<file path="src/rtl/cfht_cell.sv">
// ----------------------------------------------------------------------------
// cfht_cell: one delay line cell
// Holds one complex sample and, when the ring turns, takes its neighbour's
// sample, or the feedback sample when it is the last cell of the ring.
// ----------------------------------------------------------------------------
module cfht_cell #(
	parameter int DATA_W = 32
) (
	input  logic              clk,
	input  logic              arst_n,
	input  logic              shift,
	input  logic              is_last,
	input  logic [DATA_W-1:0] nb_data,
	input  logic [DATA_W-1:0] fb_data,
	output logic [DATA_W-1:0] data
);

	logic [DATA_W-1:0] data_q;

	// The sample moves one place towards the head on every shift of the ring.
	always_ff @(posedge clk or negedge arst_n) begin
		if (!arst_n) begin
			data_q <= '0;
		end else if (shift) begin
			data_q <= is_last ? fb_data : nb_data;
		end
	end

	assign data = data_q;

endmodule

</file>
<file path="config.mk">
export PLATFORM = sky130hd
export DESIGN_NAME = cfht_cell
export DESIGN_NICKNAME = d
export VERILOG_FILES = /design/src/rtl/cfht_cell.sv
export SDC_FILE = /design/constraint.sdc
export NUM_CORES = 1
export LEC_CHECK = 0
export ABC_AREA = 1
export BUFFER_PORTS_ARGS = -buffer_cell sky130_fd_sc_hd__buf_2
export CORE_AREA = 2 2 50 87
export DETAILED_ROUTE_END_ITERATION = 6
export DIE_AREA = 0 0 52 89
export GPL_ROUTABILITY_DRIVEN = 0
export MAX_ROUTING_LAYER = met4
export PLACE_DENSITY_LB_ADDON = 0.1
export SLEW_MARGIN = 40
export SYNTH_ARGS = -nofsm -noshare
export SYNTH_HDL_FRONTEND = slang
export SYNTH_SLANG_ARGS = --single-unit
</file>
<file path="constraint.sdc">
create_clock -name clk -period 1.1 [get_ports clk]
set_input_delay 0.22 -clock clk [delete_from_list [all_inputs] [get_ports clk]]
set_output_delay 0.22 -clock clk [all_outputs]
set_load 0.03 [all_outputs]
</file>
== Word level (Yosys, flattened, before mapping) ==
Index checks and enable logic that the tools add are counted.

* Multiplexer cells: 1

{| class="wikitable"
|+ Operators by type and width
! kind !! number
|-
| $mux 32 || 1
|}

* Register bits after elaboration: 32
* Input bits: 68
* Output and inout port bits: 32
* Logic and storage cells: 2

== Depth between registers and ports, before layout ==
* Depth after elaboration: 1
* Mapped depth: 6
* Mapped depth without buffers: 4

== Worst setup path before layout ==
Ideal clock, no wire load.

* Path kind: input to register
* From: input is_last
* To: register data_q[0] (netlist: data[0])
* Setup time: 0.117 ns
* Data arrival time: 0.651 ns
* Data required time: 0.983 ns
* Path slack: 0.332 ns
* Cell stages on the path: 6
* Path buffers: 2
* Path through: buf_6 > inv_4 > buf_6 > nand2_1 > nand3_1 > nand2_1

* Cells in the longest elaborated chain, start to end: 1

{| class="wikitable"
|+ RTL lines
! what !! line !! RTL
|-
| start, declared || 12 || <nowiki>input logic is_last,</nowiki>
|-
| $mux 32 || 25 || <nowiki>data_q <= is_last ? fb_data : nb_data;</nowiki>
|-
| end signal, assigned || 25 ||
|-
| end, declared || 18 || <nowiki>logic [DATA_W-1:0] data_q;</nowiki>
|}

Every way passes these cells.
A chain may end at the register's enable or synchronous reset.

== Worst setup path in the final report ==
* From: register data_q[14] (netlist: data[14])
* To: output data[14]

{| class="wikitable"
|+ RTL lines
! what !! line !! RTL
|-
| end, declared || 15 || <nowiki>output logic [DATA_W-1:0] data</nowiki>
|}

No word-level cell between the ends.

==> run metrics <==
commonest cells in the netlist=nand2_1, inv_1, dfrtp_1, nand3_1; status=finished, final reports clean; Ant. Diodes=0; Placeable Area=3870 µm²; # port buffers=99; first-pass GRT wire length=7230 µm; Die Span Y=89 µm; worst hold-check path type=input port to flip-flop; hpwl dp=3340 µm; Required @ worst endpoint=880 ps; worst relative slew slack=79.1%; final wirelength=4420 µm; RSZ-0062 raised after global routing=no; CP Buf/Inv Count=1; Seq pwr share=44.5%; 1st-pass router iterations=4; Setup crit start kind=flip-flop; critical path capture point type=primary output; synthesized flop and latch total=32; Routed Antenna Nets=0; most numerous cell in the Yosys netlist=nand2_1; vias=1,861; total die area=4630 µm²; Largest delay share family, worst path=flip-flops; critical path arrival=850 ps; total chip power=3.08 mW; CTS max path bufs=2; post-route clock period utilization=97.4%; CP max FO=2; initial antenna violation count=0; Logic pwr share=28.4%; final hold violations=0; Post-Place Worst Slack=127 ps; Setup Skew=0 ps; Post-Synthesis Cells=272; Rows=30; peak supply drop=0.000815 V; Largest stage delay, worst path=390 ps; Initial Util=46.8%; clock sinks=32; DP Cell Count=413; Post-Route Utilization=62.6%; Synth Flop Type=dfrtp_1; Ports=100; top cell type by total area after synthesis=dfrtp_1; PnR worst setup slack=28.7 ps; Max Cap Viol=0; EDFF count, synth=0; Total Neg Setup Slack=0 ps; all-layer global routing usage=21.3%; clock power share=27.2%; final instance area=2420 µm²; post-route non-filler standard cell count=421; Synth Warn #=0; Largest register FFs=32; Leak=1.63 nW; placed inst area=2320 µm²; CTS tree=built; cell area after synthesis=1810 µm²; FMAX=933 MHz; Synth area leaders=dfrtp_1, nand2_1, inv_1; Period minus WS final=1070 ps; Async SR Flop Fraction=100%; Synthesized Nets=340; Skew-Pair Late Insertion Delay=280 ps; Vias/cell=4.42; Mapped Avg Cell Area=6.65 µm²; largest net degree at the start of global routing=33; Slowest cell on crit path=dfrtp_1; gr ovfl total=0; final slew viol count=0; Synth-to-Final Area Change=33.9%; number of buffers created by CTS=5; switching power=1.03 mW; DRC viols=0; Worst-path clk slew=60 ps; H-tree Lvls=2; Synth cell types=10; endpoints failing setup=0; Die X=52 µm; vias in the first global route=1,748; share of layout cells above drive strength 1=30.8%; worst path cell trace=buf_2; worst-margin pin slew=313 ps; Pwr Density=1270 nW/µm²; fillers=395; P_int=2.04 mW; sequential share of the synthesized area=44.3%; critical path class=flip-flop to primary output; starting DRC count in detailed routing=43; CTS root buffer=clkbuf_8; post-synth top area share=44.3%; fin nets=441; switching share of total power=33.6%; hold_ws=231 ps; routed length per instance=10.5 µm
## layout by cell type, fill, tap and decap left out, drive strengths merged
| master | count |
|---|---|
| clkbuf | 6 |
| nand2 | 128 |
| nand3 | 32 |
| dfrtp | 32 |
| dlygate4sd3 | 1 |
| clkinv | 1 |
| buf | 107 |
| inv | 66 |
## cell type report
class | instances | area (µm²) | share of cell area (%)
clock buffers | 6 | 72.6 | 3.00
clock inverters | 1 | 5.00 | 0.207
inverters | 66 | 250 | 10.3
multi-input cells | 160 | 641 | 26.5
flip-flops and latches | 32 | 801 | 33.1
well taps | 48 | 60.1 | 2.48
repair buffers | 108 | 592 | 24.4
## final timing paths
path / startpoint / endpoint / slack, ps / depth (start not counted)
max: data[14] / data[14] / 30 / 1
min: nb_data[30] / data[30] / 230 / 5
max reg2reg: data[0] / data[0] / 470 / 2
min reg2reg: data[28] / data[28] / 470 / 2
max in group asynchronous: arst_n / data[24] / 500 / 3
min in group asynchronous: arst_n / data[12] / 430 / 3
## power groups by stage
stage / Combinational [mW] / Clock, mW / Sequential, mW
after floorplan: 0.295 / 0 / 1.64
after global placement: 0.858 / 0 / 1.39
after detailed placement: 0.871 / 0 / 1.39
after CTS: 0.876 / 0.871 / 1.37
after global routing: 0.967 / 0.909 / 1.39
final: 0.874 / 0.836 / 1.37
## per-layer routing
layer  vias up  wire (µm)  global-route usage (%)
li1        972          -                       -
met1       812       1780                    23.0
met2        68       2290                    37.2
met3         9        256                    4.18
met4         0         90                    9.09
met5         -          0                       -
## kinds of logic after synthesis
family | Yosys count | synth area share [%]
buf+inv | 80 | 20.3
simple gates | 160 | 35.4
flops | 32 | 44.3
## what timing repair did
item,in CTS,in global routing
endpoints found under the hold margin,32,0
setup buffers,0,0
gates resized for setup,0,9
hold buffers,1,0
endpoints found under the setup margin,0,4
Power figures use the tool's default switching activity.
