`config.mk`:
```
export PLATFORM = sky130hd
export DESIGN_NAME = cfht_mac
export DESIGN_NICKNAME = d
export VERILOG_FILES = /design/src/rtl/cfht_pkg.sv /design/src/rtl/cfht_mac.sv
export SDC_FILE = /design/constraint.sdc
export NUM_CORES = 2
export LEC_CHECK = 0
export BUFFER_PORTS_ARGS = -buffer_cell sky130_fd_sc_hd__buf_4
export CAP_MARGIN = 5
export CORE_AREA = 4 4 385 387
export CTS_BUF_LIST = sky130_fd_sc_hd__clkbuf_4 sky130_fd_sc_hd__clkbuf_8
export DETAILED_ROUTE_END_ITERATION = 6
export DIE_AREA = 0 0 389 391
export GPL_ROUTABILITY_DRIVEN = 0
export SYNTH_ARGS = -nofsm -noshare
export SYNTH_HDL_FRONTEND = slang
export SYNTH_SLANG_ARGS = --single-unit
```
`constraint.sdc`:
```
create_clock -name clk -period 4.95 [get_ports clk]
set_clock_uncertainty 0.1 [all_clocks]
set_input_delay 1.485 -clock clk [delete_from_list [all_inputs] [get_ports clk]]
set_output_delay 1.485 -clock clk [all_outputs]
set_load 0.005 [all_outputs]
```
`src/rtl/cfht_pkg.sv`:
```
// ----------------------------------------------------------------------------
// cfht_pkg: shared types and constants for the complex FIR filter
// Holds the field widths, operation and register codes, and the control states.
// ----------------------------------------------------------------------------
package cfht_pkg;

	// Fixed widths of the port fields.
	localparam int VALUE_W = 16;
	localparam int SUM_W   = 40;
	localparam int IDX_W   = 4;
	localparam int OS_W    = 4;
	localparam int TAPS_W  = 5;
	localparam int CFG_W   = 5;

	// Operation codes carried by the opcode field.
	typedef enum logic [0:0] {
		OP_FILTER = 1'b0,
		OP_LOAD   = 1'b1
	} opcode_t;

	// Configuration register indexes.
	typedef enum logic [0:0] {
		REG_OVERSAMPLE = 1'b0,
		REG_TAPS_USED  = 1'b1
	} reg_index_t;

	// Control states of the filter sequencer.
	typedef enum logic [1:0] {
		ST_IDLE,
		ST_LOCATE,
		ST_SWEEP,
		ST_DRAIN
	} state_t;

endpackage

```
`src/rtl/cfht_mac.sv`:
```
// ----------------------------------------------------------------------------
// cfht_mac: complex multiply-accumulate unit
// Registers the four partial products, then adds them into the two
// accumulators, wrapping at the output width.
// ----------------------------------------------------------------------------
module cfht_mac
	import cfht_pkg::*;
#(
	parameter int SB = 16
) (
	input  logic                    clk,
	input  logic                    arst_n,
	input  logic                    clear,
	input  logic                    valid,
	input  logic signed [SB-1:0]    a_re,
	input  logic signed [SB-1:0]    a_im,
	input  logic signed [SB-1:0]    b_re,
	input  logic signed [SB-1:0]    b_im,
	output logic                    busy,
	output logic signed [SUM_W-1:0] acc_re,
	output logic signed [SUM_W-1:0] acc_im
);

	localparam int PW = 2 * SB;

	logic                    valid_s1;
	logic signed [PW-1:0]    rr_s1, ii_s1, ri_s1, ir_s1;
	logic signed [SUM_W-1:0] acc_re_q, acc_im_q;

	// Product stage.
	always_ff @(posedge clk or negedge arst_n) begin
		if (!arst_n) begin
			valid_s1 <= 1'b0;
		end else begin
			valid_s1 <= valid;
		end
	end

	always_ff @(posedge clk) begin
		rr_s1 <= b_re * a_re;
		ii_s1 <= b_im * a_im;
		ri_s1 <= b_re * a_im;
		ir_s1 <= b_im * a_re;
	end

	// Accumulate stage; cleared at the start of each sample.
	always_ff @(posedge clk) begin
		if (clear) begin
			acc_re_q <= '0;
			acc_im_q <= '0;
		end else if (valid_s1) begin
			acc_re_q <= acc_re_q + SUM_W'(rr_s1) - SUM_W'(ii_s1);
			acc_im_q <= acc_im_q + SUM_W'(ri_s1) + SUM_W'(ir_s1);
		end
	end

	assign busy   = valid_s1;
	assign acc_re = acc_re_q;
	assign acc_im = acc_im_q;

endmodule

```
# --- Word-level counts from Yosys, hierarchy flattened ---
# Index checks and enable logic that the tools add are counted.
totals:
  in_bits: 68
  register_bits: 209
  out_inout_bits: 81
  wordCells: 15
op_classes:
  multipliers: 4
  add_sub_neg: 4
ops:
  columns: ["operator", "n"]
  rows:
  - ["16-bit by 16-bit multiplier with 32-bit output", 4]
  - ["40-bit by 32-bit adder with 40-bit output", 3]
  - ["40-bit by 32-bit subtractor with 40-bit output", 1]

# --- Logic depth before layout (Yosys ltp) ---
logic_depth:
  word_depth: 2
  depth_mapped: 25
  depth_no_buf: 24

# --- Least setup slack after synthesis ---
# No wires, ideal clock.
synth_path:
  path_type: "input port to flip-flop"
  startpoint: "input port b_im[15]"
  endpoint: "register ir_s1[31]"
  n_path_buf: 1
  arrival_time_ps: 7047
  setup_time_ps: 72
  slack_ps: -2269
  t_required_ps: 4778
  cell_stages: 20
  path_cell_list: "clkbuf_1 -> nand2_1 -> inv_1 -> fa_1 -> fa_1 -> fa_1 -> fa_1 -> fa_1 -> inv_1 -> fa_1 -> inv_1 -> ha_1 -> nand2_1 -> o21ai_0 -> o41ai_1 -> o221ai_1 -> o31a_1 -> o21a_1 -> nor2_1 -> xnor2_1"
synth_via:
  elab_chain_cells: 1
synth_lines:
  columns: ["element", "line_no", "rtl"]
  rows:
  - ["from (decl)", "cfht_mac.sv:18", "input logic signed [SB-1:0] b_im,"]
  - ["16-bit by 16-bit multiplier with 32-bit output", "cfht_mac.sv:43", "ir_s1 <= b_im * a_re;"]
  - ["to (signal assigned)", "cfht_mac.sv:43", null]
  - ["to (decl)", "cfht_mac.sv:27", "logic signed [PW-1:0] rr_s1, ii_s1, ri_s1, ir_s1;"]
# No other way between the ends.
# A chain may end at the register's enable or synchronous reset.

# --- Worst setup path after layout ---
layout_path:
  startpoint: "input port b_re[3]"
  endpoint: "register rr_s1[29]"
layout_via:
  elab_chain_cells: 1
layout_lines:
  columns: ["element", "line_no", "rtl"]
  rows:
  - ["from (decl)", "cfht_mac.sv:17", "input logic signed [SB-1:0] b_re,"]
  - ["16-bit by 16-bit multiplier with 32-bit output", "cfht_mac.sv:40", "rr_s1 <= b_re * a_re;"]
  - ["to (signal assigned)", "cfht_mac.sv:40", null]
  - ["to (decl)", "cfht_mac.sv:27", null]
# No other way between the ends.

==> results.json <==
{
  "report.final.setup_viol": 95,
  "start_kind": "input pin",
  "endpoint_kind": "register",
  "cp_data_arrival_time_ns": 7.09,
  "viasPerCell": 4.79,
  "port_buffers": 148,
  "cts_tree": "yes",
  "grt_max_degree": 32,
  "hp-start": "acc_re[33]$_SDFFE_PP0P_",
  "die_x_um": 389,
  "area_delta_synth_final_pct": 28.1,
  "num_io_pins": 149,
  "post_drt_wl_per_cell_um": 18.1,
  "cts-root-buf": "clkbuf_8",
  "vias": 39600,
  "max_clock_freq_mhz": 150,
  "slowest_stage": "fa_1",
  "max_cap_viol_count": 0,
  "ys_ff_latch": 209,
  "tightest_slew_ns": 1.00,
  "synthTopCellsByArea": "fa_1, ha_1, inv_1",
  "ys.warnings.count": 0,
  "synthDistinctLibCells": 78,
  "chipHeight_um": 391,
  "status": "finished with violations",
  "fin_crit_ns": 6.66,
  "start_util_pct": 34.9,
  "grt_pass1_vias": 43100,
  "crit_family": "adder cells",
  "grt_pass1_wl_um": 240000,
  "ys_seq_area_share_pct": 8.30,
  "synthArstFlopShare_pct": 0.478,
  "antenna_left": 0,
  "antenna_found_initial": 9,
  "hold_viol": 0,
  "pre_cts_ws_ns": -2.46,
  "worstSetupPathType": "input pin to register",
  "dominantRegCellSynth": "dfxtp_1",
  "ctsHoldBuffers": 0,
  "syn_inst": 5534,
  "critPathLaunch": "b_re[3]",
  "finalWorstSetupSlack_ns": -1.71,
  "layout-drive-gt1-share_pct": 24.9,
  "slew_headroom_pct": 33.3,
  "first_pass_iters": 5,
  "syn_avg_cell_area_um2": 9.12,
  "path_cells": "buf_16 > buf_12 > and2_4 > fa_1 > inv_2 > fa_1 > inv_1 > fa_1 > fa_1 > fa_1 > inv_1 > fa_1 > inv_2 > ha_4 > buf_6 > a21oi_1 > o21ai_2 > or3_4 > o21ai_4 > o31a_1 > buf_6 > o21bai_4 > a21oi_2 > xnor2_1",
  "crit_buf_inv": 8,
  "critical_path.max_stage_delay_ns": 0.54,
  "yosysTopAreaCell": "fa_1",
  "nFillCells": 13800,
  "worstReg2RegStart": "ri_s1[31]$_DFF_P_",
  "finalMaxSlewViolations": 0,
  "grt_overflow_total": 0,
  "clockBufferDepth": 3,
  "clkTransAtPathRegs_ns": 0.06,
  "cts_buffers": 45,
  "drc": 0,
  "routed_wl_um": 150000,
  "grt_usage_pct": 20.0,
  "coreArea_mm2": 0.145,
  "cts_sinks": 209,
  "netlist_area_mm2": 0.0505,
  "synth_edf_count": 0,
  "clock_latency_ns": 0.66,
  "num_rows": 140,
  "hp-class": "register to register",
  "nets": 7908,
  "die-area_mm2": 0.152,
  "failed_checks": "negative setup slack",
  "drt_iter0_drc": 2494,
  "cts-htree-levels": 2,
  "rsz0062_at_grt": "true",
  "yosysTopAreaCellShare_pct": 44.7,
  "hpwl_um": 126000,
  "synth_nets": 7135,
  "path_common_cell": "fa_1",
  "path_max_fanout": 4,
  "cp.required_ns": 5.38,
  "fin_crit_sh_pct": 135
}
area by class of cell:
class / count / area [um2] / area share (%)
antenna: 7 / 17.5 / 0.0271
clock buffer: 62 / 816 / 1.26
clock inverter: 16 / 194 / 0.300
inverter: 1316 / 4940 / 7.64
multi-input combinational: 3789 / 43300 / 66.9
sequential: 209 / 4190 / 6.48
tap: 1917 / 2400 / 3.71
timing repair buffer: 946 / 8870 / 13.7
repair_timing:
action	CTS	global route
endpoints found under the setup margin	96	99
gates cloned	7	3
setup buffers	79	57
hold endpoints to repair	0	0
pin swaps	211	214
resized for setup	392	250
worst min-delay path, cell delays in order (launching register included):
cell	delay, ns
dfxtp_1	0.32
nand2_1	0.05
o21ai_1	0.05
Yosys cell counts, types with 35 or more instances:
cell      number
a21o_1        72
xor2_1        46
a21oi_1      150
ha_1         406
inv_1       1315
and2_1       500
nand2_1      570
clkbuf_1     213
dfxtp_1      208
o21ai_0       98
xnor2_1      149
nand3_1       42
nor2_1       198
a211oi_1      35
nand2b_1      46
fa_1        1127
routing by layer:
layer / wire length [um] / share of wire (%) / GRT usage, %
met1: 65200 / 44 / 27.2
met2: 70800 / 47 / 33.6
met3: 9020 / 6.0 / 2.99
met4: 4590 / 3.1 / 5.20
met5: 57 / 0.038 / 0
cell families (layout without fill, tap and decap cells):
kind of cell | count (synthesis) | after routing | synth area share, %
buffers and inverters | 1536 | 2340 | 11.4
DFF | 209 | 209 | 8.30
xor gates and xnor gates | 195 | 195 | 3.38
AOI/OAI and AO/OA | 559 | 559 | 7.22
muxes | 28 | 28 | 0.562
and+or+nand+nor | 1474 | 1474 | 14.4
other | 0 | 7 | 0
adders and majority gates | 1533 | 1533 | 54.7
registers in the layout (all words and copies together) (netlist names):
name    cells
acc_im     40
acc_re     40
busy        1
ii_s1      32
ir_s1      32
ri_s1      32
rr_s1      32
worst paths after layout:
path / slack, ns / cells after the start / end
setup / recovery: -1.71 / 24 / rr_s1[29]$_DFF_P_
hold / removal: 0.37 / 2 / acc_re[33]$_SDFFE_PP0P_
setup reg to reg: 0.58 / 11 / acc_im[39]$_SDFFE_PP0P_
hold reg to reg: 0.37 / 2 / acc_re[33]$_SDFFE_PP0P_
max in group asynchronous: 4.14 / 1 / busy$_DFF_PN0_
min in group asynchronous: 0.52 / 1 / busy$_DFF_PN0_
placed cells by master, fill, tap and decap left out, drive strengths merged, types with 19 or more instances in the layout:
| cell | Yosys | final |
|---|---|---|
| nor2 | 198 | 198 |
| and3 | 19 | 19 |
| xnor2 | 149 | 149 |
| o21bai | 22 | 22 |
| o21a | 25 | 25 |
| fa | 1127 | 1127 |
| xor2 | 46 | 46 |
| nand3 | 42 | 42 |
| buf | 7 | 941 |
| nor3 | 24 | 24 |
| a21oi | 154 | 154 |
| a21o | 72 | 72 |
| nand2b | 46 | 46 |
| nand2 | 570 | 570 |
| clkbuf | 213 | 65 |
| ha | 406 | 406 |
| mux2i | 25 | 25 |
| a211oi | 36 | 36 |
| o21ai | 120 | 120 |
| and2 | 500 | 500 |
| dfxtp | 208 | 208 |
| inv | 1315 | 1316 |
metrics by stage:
step	TNS, ns	std cells	utilization [%]	hold slack (ns)	instance area [um2]
6_report	-109.62	8262	44.7	0.370	64700
5_1_grt	-120.57	8256	44.7	0.410	64700
4_1_cts	-101.36	8208	43.7	0.371	63300
3_5_place_dp	-181.46	8059	41.4	0.363	59900
3_3_place_gp	-178.15	8059	41.4	0.356	59900
2_1_floorplan	-115.47	5534	-	0.355	52400
Power is left out: the tool's default activity adds up to more than one toggle a clock period on the data nets, which glitch-free logic cannot reach.
